===== src/hdl/bie_pkg.sv =====
// Shared types and constants for the bytecode instruction encoder.
`default_nettype none

package bie_pkg;

  localparam int unsigned RegW    = 31;
  localparam int unsigned CfgIdxW = 2;

  // Configuration register indexes.
  localparam logic [CfgIdxW-1:0] REG_CODE_BASE   = 2'd0;
  localparam logic [CfgIdxW-1:0] REG_CODE_LENGTH = 2'd1;

  // Opcodes that carry a code target.
  localparam logic [7:0] OP_JUMP         = 8'd28;
  localparam logic [7:0] OP_JUMP_COND    = 8'd29;
  localparam logic [7:0] OP_LOOP         = 8'd30;
  localparam logic [7:0] OP_PUSH_HANDLER = 8'd57;

  // One classified instruction, handed from the front part to the back part.
  typedef struct packed {
    logic [7:0]  opcode;
    logic [31:0] zz;       // zigzag-mapped operand
    logic [2:0]  ngroups;  // number of LEB128 bytes, 1 to 5
    logic        err;      // code target out of range
  } cmd_t;

endpackage

`default_nettype wire


===== src/hdl/bie_if.sv =====
// Valid/ready channel interfaces for instructions and encoded bytes.
`default_nettype none

interface bie_in_if;
  logic              valid;
  logic              ready;
  logic [7:0]        opcode;
  logic signed [31:0] operand_value;

  modport source (output valid, output opcode, output operand_value, input ready);
  modport sink   (input valid, input opcode, input operand_value, output ready);
endinterface

interface bie_out_if;
  logic       valid;
  logic       ready;
  logic [7:0] out_byte;
  logic       last;
  logic       target_error;

  modport source (output valid, output out_byte, output last, output target_error,
                  input ready);
  modport sink   (input valid, input out_byte, input last, input target_error,
                  output ready);
endinterface

`default_nettype wire


===== src/hdl/bie_front.sv =====
// Front part: configuration registers, target check, rebasing, zigzag and length.
`default_nettype none

module bie_front (
  input  wire logic                        clk_i,
  input  wire logic                        rst_ni,
  input  wire logic                        cfg_we_i,
  input  wire logic [bie_pkg::CfgIdxW-1:0] cfg_idx_i,
  input  wire logic [bie_pkg::RegW-1:0]    cfg_wdata_i,
  bie_in_if.sink                           in_ch_i,
  input  wire logic                        q_full_i,
  output logic                             push_o,
  output bie_pkg::cmd_t                    cmd_o
);

  logic [bie_pkg::RegW-1:0] base_q, base_d;
  logic [bie_pkg::RegW-1:0] len_q, len_d;

  always_comb begin
    base_d = base_q;
    len_d  = len_q;
    if (cfg_we_i) begin
      case (cfg_idx_i)
        bie_pkg::REG_CODE_BASE:   base_d = cfg_wdata_i;
        bie_pkg::REG_CODE_LENGTH: len_d  = cfg_wdata_i;
        default: ;
      endcase
    end
  end

  always_ff @(posedge clk_i or negedge rst_ni) begin
    if (!rst_ni) begin
      base_q <= '0;
      len_q  <= bie_pkg::RegW'(1);
    end else begin
      base_q <= base_d;
      len_q  <= len_d;
    end
  end

  logic               carries;
  logic               check;
  logic signed [33:0] v_s, lo_s, hi_s;
  logic               out_range;
  logic [31:0]        u;
  logic [31:0]        z;
  logic [2:0]         ngroups;

  always_comb begin
    carries = in_ch_i.opcode inside {bie_pkg::OP_JUMP, bie_pkg::OP_JUMP_COND,
                                     bie_pkg::OP_LOOP, bie_pkg::OP_PUSH_HANDLER};
    check     = (base_q != '0) && carries;
    v_s       = {{2{in_ch_i.operand_value[31]}}, in_ch_i.operand_value};
    lo_s      = {3'b000, base_q};
    hi_s      = lo_s + {3'b000, len_q};
    out_range = (v_s < lo_s) || (v_s >= hi_s);
    u = check ? (in_ch_i.operand_value - {1'b0, base_q}) : in_ch_i.operand_value;
    z = {u[30:0], 1'b0} ^ {32{u[31]}};
    if (z[31:28] != '0)      ngroups = 3'd5;
    else if (z[27:21] != '0) ngroups = 3'd4;
    else if (z[20:14] != '0) ngroups = 3'd3;
    else if (z[13:7] != '0)  ngroups = 3'd2;
    else                     ngroups = 3'd1;
  end

  assign in_ch_i.ready = !q_full_i;
  assign push_o        = in_ch_i.valid && !q_full_i;
  assign cmd_o.opcode  = in_ch_i.opcode;
  assign cmd_o.zz      = z;
  assign cmd_o.ngroups = ngroups;
  assign cmd_o.err     = check && out_range;

endmodule

`default_nettype wire


===== src/hdl/bie_fifo.sv =====
// Short queue of classified instructions between the front and back parts.
`default_nettype none

module bie_fifo #(
  parameter int unsigned DEPTH = 2
) (
  input  wire logic          clk_i,
  input  wire logic          rst_ni,
  input  wire logic          push_i,
  input  bie_pkg::cmd_t      wdata_i,
  input  wire logic          pop_i,
  output bie_pkg::cmd_t      rdata_o,
  output logic               full_o,
  output logic               empty_o
);

  localparam int unsigned AW = (DEPTH > 1) ? $clog2(DEPTH) : 1;
  localparam int unsigned CW = $clog2(DEPTH + 1);
  localparam logic [AW-1:0] LastIdx = AW'(DEPTH - 1);
  localparam logic [CW-1:0] Full    = CW'(DEPTH);

  bie_pkg::cmd_t   mem_q [DEPTH];
  logic [AW-1:0]   wr_q, wr_d, rd_q, rd_d;
  logic [CW-1:0]   cnt_q, cnt_d;

  always_comb begin
    wr_d  = wr_q;
    rd_d  = rd_q;
    cnt_d = cnt_q;
    if (push_i) begin
      wr_d = (wr_q == LastIdx) ? '0 : wr_q + AW'(1);
    end
    if (pop_i) begin
      rd_d = (rd_q == LastIdx) ? '0 : rd_q + AW'(1);
    end
    if (push_i && !pop_i) begin
      cnt_d = cnt_q + CW'(1);
    end else if (pop_i && !push_i) begin
      cnt_d = cnt_q - CW'(1);
    end
  end

  always_ff @(posedge clk_i or negedge rst_ni) begin
    if (!rst_ni) begin
      wr_q  <= '0;
      rd_q  <= '0;
      cnt_q <= '0;
    end else begin
      wr_q  <= wr_d;
      rd_q  <= rd_d;
      cnt_q <= cnt_d;
    end
  end

  always_ff @(posedge clk_i) begin
    if (push_i) begin
      mem_q[wr_q] <= wdata_i;
    end
  end

  assign rdata_o = mem_q[rd_q];
  assign full_o  = (cnt_q == Full);
  assign empty_o = (cnt_q == '0);

  a_no_overflow: assert property (@(posedge clk_i) disable iff (!rst_ni)
    push_i |-> (cnt_q != Full))
    else $error("queue written while full");

  a_no_underflow: assert property (@(posedge clk_i) disable iff (!rst_ni)
    pop_i |-> (cnt_q != '0))
    else $error("queue read while empty");

endmodule

`default_nettype wire


===== src/hdl/bie_back.sv =====
// Back part: serializes the opcode and LEB128 bytes into the output register.
`default_nettype none

module bie_back (
  input  wire logic     clk_i,
  input  wire logic     rst_ni,
  input  bie_pkg::cmd_t cmd_i,
  input  wire logic     empty_i,
  output logic          pop_o,
  bie_out_if.source     out_ch_o
);

  logic        busy_q, busy_d;
  logic [31:0] zz_q, zz_d;
  logic [2:0]  rem_q, rem_d;
  logic        vld_q, vld_d;
  logic [7:0]  byte_q, byte_d;
  logic        last_q, last_d;
  logic        err_q, err_d;
  logic        adv;
  logic        fin;

  always_comb begin
    adv    = !vld_q || out_ch_o.ready;
    fin    = (rem_q == 3'd1);
    busy_d = busy_q;
    zz_d   = zz_q;
    rem_d  = rem_q;
    vld_d  = vld_q;
    byte_d = byte_q;
    last_d = last_q;
    err_d  = err_q;
    pop_o  = 1'b0;
    if (adv) begin
      if (busy_q) begin
        // Next seven-bit group, continuation bit on all but the final one.
        vld_d  = 1'b1;
        byte_d = {!fin, zz_q[6:0]};
        last_d = fin;
        err_d  = 1'b0;
        zz_d   = zz_q >> 7;
        rem_d  = rem_q - 3'd1;
        busy_d = !fin;
      end else if (!empty_i) begin
        pop_o = 1'b1;
        vld_d = 1'b1;
        if (cmd_i.err) begin
          byte_d = '0;
          last_d = 1'b1;
          err_d  = 1'b1;
        end else begin
          byte_d = cmd_i.opcode;
          last_d = 1'b0;
          err_d  = 1'b0;
          zz_d   = cmd_i.zz;
          rem_d  = cmd_i.ngroups;
          busy_d = 1'b1;
        end
      end else begin
        vld_d = 1'b0;
      end
    end
  end

  always_ff @(posedge clk_i or negedge rst_ni) begin
    if (!rst_ni) begin
      busy_q <= 1'b0;
      vld_q  <= 1'b0;
      rem_q  <= '0;
    end else begin
      busy_q <= busy_d;
      vld_q  <= vld_d;
      rem_q  <= rem_d;
    end
  end

  always_ff @(posedge clk_i) begin
    zz_q   <= zz_d;
    byte_q <= byte_d;
    last_q <= last_d;
    err_q  <= err_d;
  end

  assign out_ch_o.valid        = vld_q;
  assign out_ch_o.out_byte     = byte_q;
  assign out_ch_o.last         = last_q;
  assign out_ch_o.target_error = err_q;

  a_busy_has_groups: assert property (@(posedge clk_i) disable iff (!rst_ni)
    busy_q |-> (rem_q != '0) && (rem_q <= 3'd5))
    else $error("serializer busy without groups left");

  a_err_is_last: assert property (@(posedge clk_i) disable iff (!rst_ni)
    (vld_q && err_q) |-> last_q)
    else $error("error result not marked last");

  a_pop_when_free: assert property (@(posedge clk_i) disable iff (!rst_ni)
    pop_o |-> !busy_q)
    else $error("new instruction taken while serializing");

endmodule

`default_nettype wire


===== src/hdl/bytecode_instruction_encoder_core.sv =====
// Top level of the bytecode instruction encoder: zigzag plus LEB128 byte stream.
//
// Instructions enter on in_ch_i (opcode and signed 32-bit operand); encoded bytes
// leave on out_ch_o, one byte per transfer. A byte stream for one instruction is
// the opcode followed by one to five LEB128 bytes, the final one flagged last. A
// jump-type target outside the configured code range yields one transfer with
// target_error and last set, and no other bytes.
// The front part checks and rebases the target, zigzag-maps the operand and counts
// its groups in the cycle it is accepted, and writes a queue of FIFO_DEPTH entries.
// The back part pops one entry and sends one byte per cycle from an output register
// while the receiver is ready, so an instruction occupies the output for 2 to 6 bytes
// (1 for an error); that byte-wide output is what sets the throughput. An accepted
// instruction is written into the queue, and its first byte is then loaded into the
// output register. The next instruction is popped as the previous final byte leaves
// the output register, so the byte stream has no gaps while the queue holds entries.
// When the receiver stalls, the output register holds its byte; the queue then
// fills and in_ch_i.ready drops. Reset empties the queue and output register, and
// sets the base register to 0 (checking off) and the length register to 1.
// Configuration writes take effect at the clock edge where cfg_we_i is high.
`default_nettype none

module bytecode_instruction_encoder_core #(
  parameter int unsigned FIFO_DEPTH = 2
) (
  input  wire logic                        clk_i,
  input  wire logic                        rst_ni,
  input  wire logic                        cfg_we_i,
  input  wire logic [bie_pkg::CfgIdxW-1:0] cfg_idx_i,
  input  wire logic [bie_pkg::RegW-1:0]    cfg_wdata_i,
  bie_in_if.sink                           in_ch_i,
  bie_out_if.source                        out_ch_o
);

  // Queue between the classifying front and the serializing back.
  bie_pkg::cmd_t push_cmd;
  bie_pkg::cmd_t head_cmd;
  logic          push;
  logic          pop;
  logic          q_full;
  logic          q_empty;

  bie_front u_front (
    .clk_i       (clk_i),
    .rst_ni      (rst_ni),
    .cfg_we_i    (cfg_we_i),
    .cfg_idx_i   (cfg_idx_i),
    .cfg_wdata_i (cfg_wdata_i),
    .in_ch_i     (in_ch_i),
    .q_full_i    (q_full),
    .push_o      (push),
    .cmd_o       (push_cmd)
  );

  bie_fifo #(
    .DEPTH (FIFO_DEPTH)
  ) u_fifo (
    .clk_i   (clk_i),
    .rst_ni  (rst_ni),
    .push_i  (push),
    .wdata_i (push_cmd),
    .pop_i   (pop),
    .rdata_o (head_cmd),
    .full_o  (q_full),
    .empty_o (q_empty)
  );

  // The back part owns the output register; it pops only when that register frees.
  bie_back u_back (
    .clk_i    (clk_i),
    .rst_ni   (rst_ni),
    .cmd_i    (head_cmd),
    .empty_i  (q_empty),
    .pop_o    (pop),
    .out_ch_o (out_ch_o)
  );

endmodule

`default_nettype wire


===== src/flat_wrapper.sv =====
// flat-port wrapper written by rule: the top's interface ports become plain ports
module bytecode_instruction_encoder_core_flat 
#(
  parameter int unsigned FIFO_DEPTH = 2
)
  (clk_i, rst_ni, cfg_we_i, cfg_idx_i, cfg_wdata_i, in_ch_i_valid, in_ch_i_opcode, in_ch_i_operand_value, in_ch_i_ready, out_ch_o_valid, out_ch_o_out_byte, out_ch_o_last, out_ch_o_target_error, out_ch_o_ready);
  bie_in_if in_ch_i_i ();
  bie_out_if out_ch_o_i ();
  input  wire logic clk_i;
  input  wire logic rst_ni;
  input  wire logic cfg_we_i;
  input  wire logic [bie_pkg::CfgIdxW-1:0] cfg_idx_i;
  input  wire logic [bie_pkg::RegW-1:0] cfg_wdata_i;
  input wire logic [$bits(in_ch_i_i.valid)-1:0] in_ch_i_valid;
  input wire logic [$bits(in_ch_i_i.opcode)-1:0] in_ch_i_opcode;
  input wire logic [$bits(in_ch_i_i.operand_value)-1:0] in_ch_i_operand_value;
  output wire logic [$bits(in_ch_i_i.ready)-1:0] in_ch_i_ready;
  output wire logic [$bits(out_ch_o_i.valid)-1:0] out_ch_o_valid;
  output wire logic [$bits(out_ch_o_i.out_byte)-1:0] out_ch_o_out_byte;
  output wire logic [$bits(out_ch_o_i.last)-1:0] out_ch_o_last;
  output wire logic [$bits(out_ch_o_i.target_error)-1:0] out_ch_o_target_error;
  input wire logic [$bits(out_ch_o_i.ready)-1:0] out_ch_o_ready;
  assign in_ch_i_i.valid = in_ch_i_valid;
  assign in_ch_i_i.opcode = in_ch_i_opcode;
  assign in_ch_i_i.operand_value = in_ch_i_operand_value;
  assign in_ch_i_ready = in_ch_i_i.ready;
  assign out_ch_o_valid = out_ch_o_i.valid;
  assign out_ch_o_out_byte = out_ch_o_i.out_byte;
  assign out_ch_o_last = out_ch_o_i.last;
  assign out_ch_o_target_error = out_ch_o_i.target_error;
  assign out_ch_o_i.ready = out_ch_o_ready;
  bytecode_instruction_encoder_core #(.FIFO_DEPTH(FIFO_DEPTH)) u_core (.clk_i(clk_i), .rst_ni(rst_ni), .cfg_we_i(cfg_we_i), .cfg_idx_i(cfg_idx_i), .cfg_wdata_i(cfg_wdata_i), .in_ch_i(in_ch_i_i), .out_ch_o(out_ch_o_i));
endmodule

===== config.mk =====
export PLATFORM = sky130hd
export DESIGN_NAME = bytecode_instruction_encoder_core_flat
export DESIGN_NICKNAME = d
export VERILOG_FILES = /design/src/hdl/bie_pkg.sv /design/src/hdl/bie_if.sv /design/src/hdl/bie_front.sv /design/src/hdl/bie_fifo.sv /design/src/hdl/bie_back.sv /design/src/hdl/bytecode_instruction_encoder_core.sv /design/src/flat_wrapper.sv
export SDC_FILE = /design/constraint.sdc
export NUM_CORES = 1
export LEC_CHECK = 0
export ABC_AREA = 0
export BUFFER_PORTS_ARGS = -buffer_cell sky130_fd_sc_hd__clkbuf_2
export CAP_MARGIN = 20
export CORE_MARGIN = 5
export CORE_UTILIZATION = 60
export DETAILED_ROUTE_END_ITERATION = 10
export PLACE_DENSITY = 0.79
export SYNTH_ARGS = -nofsm -noshare
export SYNTH_HDL_FRONTEND = slang
export SYNTH_SLANG_ARGS = --single-unit

===== constraint.sdc =====
create_clock -name clk_i -period 5.1 [get_ports clk_i]
set_input_delay 0 -clock clk_i [delete_from_list [all_inputs] [get_ports clk_i]]
set_output_delay 0 -clock clk_i [all_outputs]
set_load 0.03 [all_outputs]

**After elaboration in Yosys (flattened, before gate mapping)**

Memory sizes are Yosys's and may differ from the RTL's.
Index checks and enable logic that the tools add are counted.

- Register bits after elaboration: 113
- Memory bits (writable): 88
- Bits of input ports: 78
- Output and inout bits: 12
- Word-level logic and storage cells: 88
- Memories: 1

Memory list:

| memory | depth | bits a word | rd ports | clocked after memory_dff | wr ports | line | text |
|---|---|---|---|---|---|---|---|
| u_core.u_fifo.mem_q | 2 | 44 | 1 | 0 | 1 | bie_fifo.sv:22 | `bie_pkg::cmd_t mem_q [DEPTH];` |

- Add/subtract/negate cells: 7
- Order comparisons: 2
- Equality and inequality tests: 9
- Mux-type cells: 30
- Bitwise operators: 1
- Reductions and logical operators: 25

Operators with widths:

| kind | count |
|---|---|
| 32-bit two-way mux | 3 |
| 32-bit by 33-bit greater-or-equal comparator with 1-bit output | 1 |
| 31-bit by 31-bit adder with 32-bit output | 1 |
| 32-bit less-than comparator | 1 |
| 32-bit by 31-bit subtractor with 32-bit output | 1 |
| 32-bit bitwise XOR | 1 |
| 31-bit nonzero test | 1 |
| 25-bit two-way mux | 1 |
| 8-bit by 5-bit equality test with 1-bit output (second input constant) | 3 |
| 8-bit two-way mux | 3 |
| 7-bit nonzero test | 3 |
| 3-bit two-way mux | 5 |
| 1-bit two-way mux | 14 |
| 8-bit by 6-bit equality test with 1-bit output (second input constant) | 1 |
| 2-bit two-way mux | 4 |
| 4-bit nonzero test | 2 |
| 2-bit AND reduction | 3 |
| 1-bit logical AND | 5 |
| 1-bit logical NOT | 5 |
| 2-bit logical NOT | 2 |
| 3-bit by 1-bit equality test with 1-bit output (second input constant) | 1 |
| 3-bit AND reduction | 1 |
| 3-bit by 1-bit subtractor with 3-bit output (second input constant) | 1 |
| 1-bit adder (second input constant) | 2 |
| 8 further kinds | 9 |

**Logic depth before layout (Yosys ltp)**

- Depth after elaboration: 10
- Depth in mapped cells: 21

**Modules after synthesis**

Synthesis repeated with hierarchy kept, for this count alone.

- Cells, all modules: 1,148
- Area, all modules: 12,958.7 µm²

By module, submodules not included:

| module | instances | cells each | area each (µm²) | seq. area each (µm²) |
|---|---|---|---|---|
| bie_front | 1 | 867 | 7,344.5 | 1,552.7 |
| bie_fifo | 1 | 153 | 3,562.2 | 2,742.6 |
| bie_back | 1 | 128 | 2,052.0 | 1,386.3 |

**Worst setup path before layout**

Ideal clock, no wire load.

- Path type: register to register
- Start: register u_core.u_front.base_q[0] (netlist name)
- End: memory u_core.u_fifo.mem_q[0][0] (netlist name), data pin
- Setup time: 0.273 ns
- Data arrival time: 4.022 ns
- Required time: 4.827 ns
- Path slack: 0.805 ns
- Stages on the path, launching flop included: 19
- Period minus slack after synthesis: 4.295 ns
- Cell sequence: dfrtp_1 > ha_1 > inv_1 > fa_1 > nor2b_1 > o31a_1 > a211oi_1 > a211oi_1 > o31a_1 > o21ai_0 > o21ai_0 > a211o_1 > a21oi_1 > xor2_1 > ha_1 > a21o_1 > a211o_1 > a311oi_1 > a21oi_1

RTL lines:

| element | line | text |
|---|---|---|
| start, declared | bie_front.sv:16 | `logic [bie_pkg::RegW-1:0] base_q, base_d;` |
| start signal, assigned | bie_front.sv:36 | `base_q <= base_d;` |
| end, declared | bie_fifo.sv:22 |  |

==> run summary <==
STATUS
-----------------------------------------------------------------------------------------------
Result of the run                                                                  finished, final reports clean

CRITICAL PATH
-----------------------------------------------------------------------------------------------
Arrival time reported for the critical path endpoint                                    5040 ps
Reg-to-Reg End                                                                     u_core.u_fifo.mem_q[0][0]$_DFFE_PP_
Maximum fanout along the worst path                                                           4
Critical path data required time                                                        5330 ps
Depth of the most critical reg-to-reg path                                                   18
Startpoint type of the worst setup path                                                    flop
Setup slack of the worst register-to-register path                                       290 ps
Crit. End Element                                                                          flop
Type of the worst setup path                                                       flop to flop
Worst reg2reg path startpoint                                                      u_core.u_front.base_q[0]$_DFFE_PN0P_

CLOCK TREE
-----------------------------------------------------------------------------------------------
# resized after CTS                                                                           0
Clock input transition at the sequential cells of the worst setup and hold paths          60 ps
Clock Tree Root                                                                    sky130_fd_sc_hd__clkbuf_16
TritonCTS clock tree                                                                       done
Cts bufs inserted                                                                            22
Number of buffers between clock root and the deepest sink                                     3
Htree depth                                                                                   1
Total number of clock tree sinks                                                            201
Clock latency on the worst-skew pair                                                     500 ps
Post-CTS setup buffers                                                                        0

DETAILED ROUTING
-----------------------------------------------------------------------------------------------
Total via count after detailed routing                                                     9442
Sum of routed wire length over all layers                                              28500 um
Post-detailed-route via-to-cell ratio                                                      5.89
Post-route DRC violation count                                                                0
Antenna-violating nets left                                                                   0
Number of DRC markers after the initial detailed-route iteration                            469
Average detailed-routed wire length per instance                                        17.8 um
Count of TritonRoute iterations in the first routing pass                                     5

HOLD PATH
-----------------------------------------------------------------------------------------------
Hold worst-path end                                                                u_core.u_fifo.mem_q[0][8]$_DFFE_PP_
Cells on Worst Hold Path                                                                      3
Startpoint of the lowest-slack hold path                                           in_ch_i_operand_value[3]
Path type of the worst min-delay path                                              input port to flop

GLOBAL ROUTE
-----------------------------------------------------------------------------------------------
M1 GR Usage                                                                               0.309
Wire length of the first global-routing pass                                           46000 um
Tot GR Track Use                                                                          0.234
Maximum number of pins on one net before global-route repair                                 84
Leftover overflow at the end of global routing                                                0
Global Route met2 Usage                                                                   0.405
Most crowded layer after global routing                                                    met2
Met3 layer usage reported by global route                                                0.0298
Vias in the first global route                                                             9337
Number of antenna violations at the first check in global routing                             0

PWR
-----------------------------------------------------------------------------------------------
Switching power share of the total                                                        0.359
Part of the power in combinational logic                                                  0.400
Sequential cell fraction of total power                                                   0.373
Cell internal pwr                                                                       4.37 mW
Clock network fraction of total power                                                     0.227
Leakage power of the design                                                             6.09 nW
P_sw                                                                                    2.45 mW
Pwr/cell area                                                                       475 mW/mm^2
Maximum ir drop on the vdd rail                                                        0.300 mV
PnR Total Power                                                                         6.83 mW

CELLS AND AREA
-----------------------------------------------------------------------------------------------
Layout overhead on the synthesized area                                                   15.4%
Multi-input combinational cell area                                                0.00643 mm^2
Most frequent cells in the layout                                                  130 x sky130_fd_sc_hd__edfxtp_1, 122 x sky130_fd_sc_hd__nand2_1, 98 x sky130_fd_sc_hd__ha_1
Most common cell after layout, fill and taps aside                                 sky130_fd_sc_hd__edfxtp_1
Net count, final                                                                           1494
Register cell area after layout                                                    0.00568 mm^2
Fraction of final layout cells with drive strength greater than 1                         0.151
Antenna cell count                                                                            0
Utilization of the core after routing                                                     0.706
Final instance count without filler cells                                                  1602
Final std cell area, no fill                                                        0.0144 mm^2
Number of fill cells in the layout                                                         1467

FLOORPLANNING
-----------------------------------------------------------------------------------------------
Total Die Area                                                                      0.0237 mm^2
IO Count                                                                                     90
Initial core utilization                                                                  0.612
Die Y-Extent                                                                             154 um
Standard-cell rows                                                                           52
Core Footprint                                                                      0.0204 mm^2
Width of the chip                                                                        154 um

YOSYS
-----------------------------------------------------------------------------------------------
Post-synthesis cell type count                                                               73
Post-synth ARST share                                                                     0.353
Number of instances in the synthesized netlist                                             1185
Syn_area_per_cell                                                                     10.5 um^2
Sequential-to-total area share from yosys stat                                            0.456
Count of flip-flops with a built-in enable after synthesis                                  130
Netlist area before placement                                                       0.0125 mm^2
Flip-flop cell with the highest count after synthesis                              sky130_fd_sc_hd__edfxtp_1
Net count after synthesis                                                                  1363
Synth warnings                                                                                0
Count of state elements after synthesis                                                     201

STA
-----------------------------------------------------------------------------------------------
Final count of hold timing violations                                                         0
Endpoints failing setup                                                                       0
Worst slew margin relative to its limit                                                   0.363
Tcrit/Tclk final                                                                          0.944
Final worst slack                                                                        286 ps
Highest attainable clock frequency                                                    0.208 GHz
Final max-slew violation count                                                                0
Worst hold slack                                                                        18.7 ps
Sum of negative setup slack                                                                0 ps
Setup repair after global routing missed its margin                                       false
Min Tclk post-route                                                                     4810 ps
Worst setup skew after layout                                                           12.0 ps
Slew at the pin with the worst max-slew slack                                            956 ps

PLACEMENT
-----------------------------------------------------------------------------------------------
HPWL after detailed placement                                                          20700 um
Worst slack, placed                                                                      321 ps
RD Place Congestion                                                                       0.940
# placed instances                                                                         1518
Standard cell area after detailed placement                                         0.0132 mm^2
Count of port buffers added during placement                                                 89

RUN
-----------------------------------------------------------------------------------------------
Max-capacitance violation count                                                               0

-- timing repair --
action                                  in CTS  in global routing
endpoints found under the hold margin      153                  0
endpoints found under the setup margin       0                  0
hold buffers                                43                  0
-- worst max-delay path by stage --
stage	from	end	slack [ps]	depth (start not counted)
floorplan	u_core.u_front.base_q[0]$_DFFE_PN0P_	u_core.u_fifo.mem_q[0][0]$_DFFE_PP_	810	18
global placement	u_core.u_front.base_q[0]$_DFFE_PN0P_	u_core.u_fifo.mem_q[0][0]$_DFFE_PP_	470	18
detailed placement	u_core.u_front.base_q[0]$_DFFE_PN0P_	u_core.u_fifo.mem_q[0][0]$_DFFE_PP_	320	18
CTS	u_core.u_front.base_q[0]$_DFFE_PN0P_	u_core.u_fifo.mem_q[0][0]$_DFFE_PP_	310	18
global route	u_core.u_front.base_q[0]$_DFFE_PN0P_	u_core.u_fifo.mem_q[0][0]$_DFFE_PP_	10	18
finish	u_core.u_front.base_q[0]$_DFFE_PN0P_	u_core.u_fifo.mem_q[0][0]$_DFFE_PP_	290	18
-- sequential cells by signal (all words and copies together) (netlist names) --
register and flops:
u_core.u_back.busy_q 1, u_core.u_back.out_ch_o.valid 1, u_core.u_back.zz_q 32, u_core.u_back.out_ch_o.out_byte 8, u_core.u_front.len_q 31, u_core.u_fifo.rd_q 1, u_core.u_front.base_q 31, u_core.u_back.out_ch_o.target_error 1
u_core.u_back.out_ch_o.last 1, u_core.u_back.rem_q 3, u_core.u_fifo.wr_q 1, u_core.u_fifo.cnt_q 2, u_core.u_fifo.mem_q 88
-- synth_stat cells, types with 9 or more instances --
cell | instances | area, um^2
sky130_fd_sc_hd__inv_1 | 55 | 206
sky130_fd_sc_hd__mux2_2 | 37 | 417
sky130_fd_sc_hd__ha_1 | 98 | 1230
sky130_fd_sc_hd__xor2_1 | 51 | 447
sky130_fd_sc_hd__clkbuf_1 | 23 | 86.3
sky130_fd_sc_hd__and3_1 | 10 | 62.6
sky130_fd_sc_hd__nand2b_1 | 16 | 100
sky130_fd_sc_hd__dfrtp_1 | 70 | 1750
sky130_fd_sc_hd__xnor2_1 | 24 | 210
sky130_fd_sc_hd__a21oi_1 | 67 | 335
sky130_fd_sc_hd__a31oi_1 | 11 | 68.8
sky130_fd_sc_hd__nor3_1 | 13 | 65.1
sky130_fd_sc_hd__a21o_1 | 31 | 233
sky130_fd_sc_hd__a211oi_1 | 12 | 90.1
sky130_fd_sc_hd__mux2i_1 | 48 | 480
sky130_fd_sc_hd__o21ai_0 | 97 | 485
sky130_fd_sc_hd__o31ai_1 | 20 | 150
sky130_fd_sc_hd__nand2_1 | 122 | 458
sky130_fd_sc_hd__o211ai_1 | 9 | 67.6
sky130_fd_sc_hd__o21a_1 | 19 | 143
sky130_fd_sc_hd__nand3_1 | 18 | 90.1
sky130_fd_sc_hd__nor2b_1 | 11 | 68.8
sky130_fd_sc_hd__edfxtp_1 | 130 | 3900
sky130_fd_sc_hd__nand4_1 | 13 | 81.3
sky130_fd_sc_hd__nor4_1 | 10 | 62.6
sky130_fd_sc_hd__nor2_1 | 62 | 233
-- cells by family (layout without fill, tap and decap cells) --
logic type / count (synthesis) / in the layout / synth area share
adder cells (fa/ha/maj): 100 / 100 / 0.102
AND/OR/NAND/NOR: 316 / 316 / 0.124
XOR/XNOR: 75 / 75 / 0.0527
AO/OA/AOI/OAI: 314 / 314 / 0.164
flip-flops: 201 / 201 / 0.456
multiplexers: 85 / 85 / 0.0720
buffers and inverters: 94 / 241 / 0.0300
-- power by group through the flow --
stage	Combinational, mW	Sequential, mW	Clock (mW)
final	2.73	2.55	1.55
after global routing	3.03	2.59	1.65
after CTS	2.72	2.55	1.59
after detailed placement	2.67	2.58	0
after global placement	2.60	2.55	0
after floorplan	1.94	2.61	0
-- area by class of cell --
type | instances | area share
well taps | 270 | 0.0235
clock buffers | 37 | 0.0488
inverters | 55 | 0.0144
clock inverters | 3 | 0.00157
repair buffers | 146 | 0.0692
flip-flops and latches | 201 | 0.395
multi-input cells | 890 | 0.447
-- critical path, stage by stage (launching register included) --
cell and delay [ps]:
sky130_fd_sc_hd__dfrtp_1 410, sky130_fd_sc_hd__ha_1 230, sky130_fd_sc_hd__inv_1 70, sky130_fd_sc_hd__fa_1 200
sky130_fd_sc_hd__nor2b_1 70, sky130_fd_sc_hd__o31a_1 280, sky130_fd_sc_hd__a211oi_1 350, sky130_fd_sc_hd__a211oi_1 200
sky130_fd_sc_hd__o31a_1 330, sky130_fd_sc_hd__o21ai_0 350, sky130_fd_sc_hd__o21ai_0 240, sky130_fd_sc_hd__a211o_1 310
sky130_fd_sc_hd__a21oi_1 180, sky130_fd_sc_hd__xor2_1 170, sky130_fd_sc_hd__ha_1 280, sky130_fd_sc_hd__a21o_1 190
sky130_fd_sc_hd__a211o_1 290, sky130_fd_sc_hd__a311oi_1 240, sky130_fd_sc_hd__a21oi_1 150
-- layer usage --
layer,wire length [um],up-vias
met4,908,0
met5,0,-
met1,12300,4452
li1,-,4668
met3,1320,64
met2,13900,258
(Power assumes the default switching activity.)
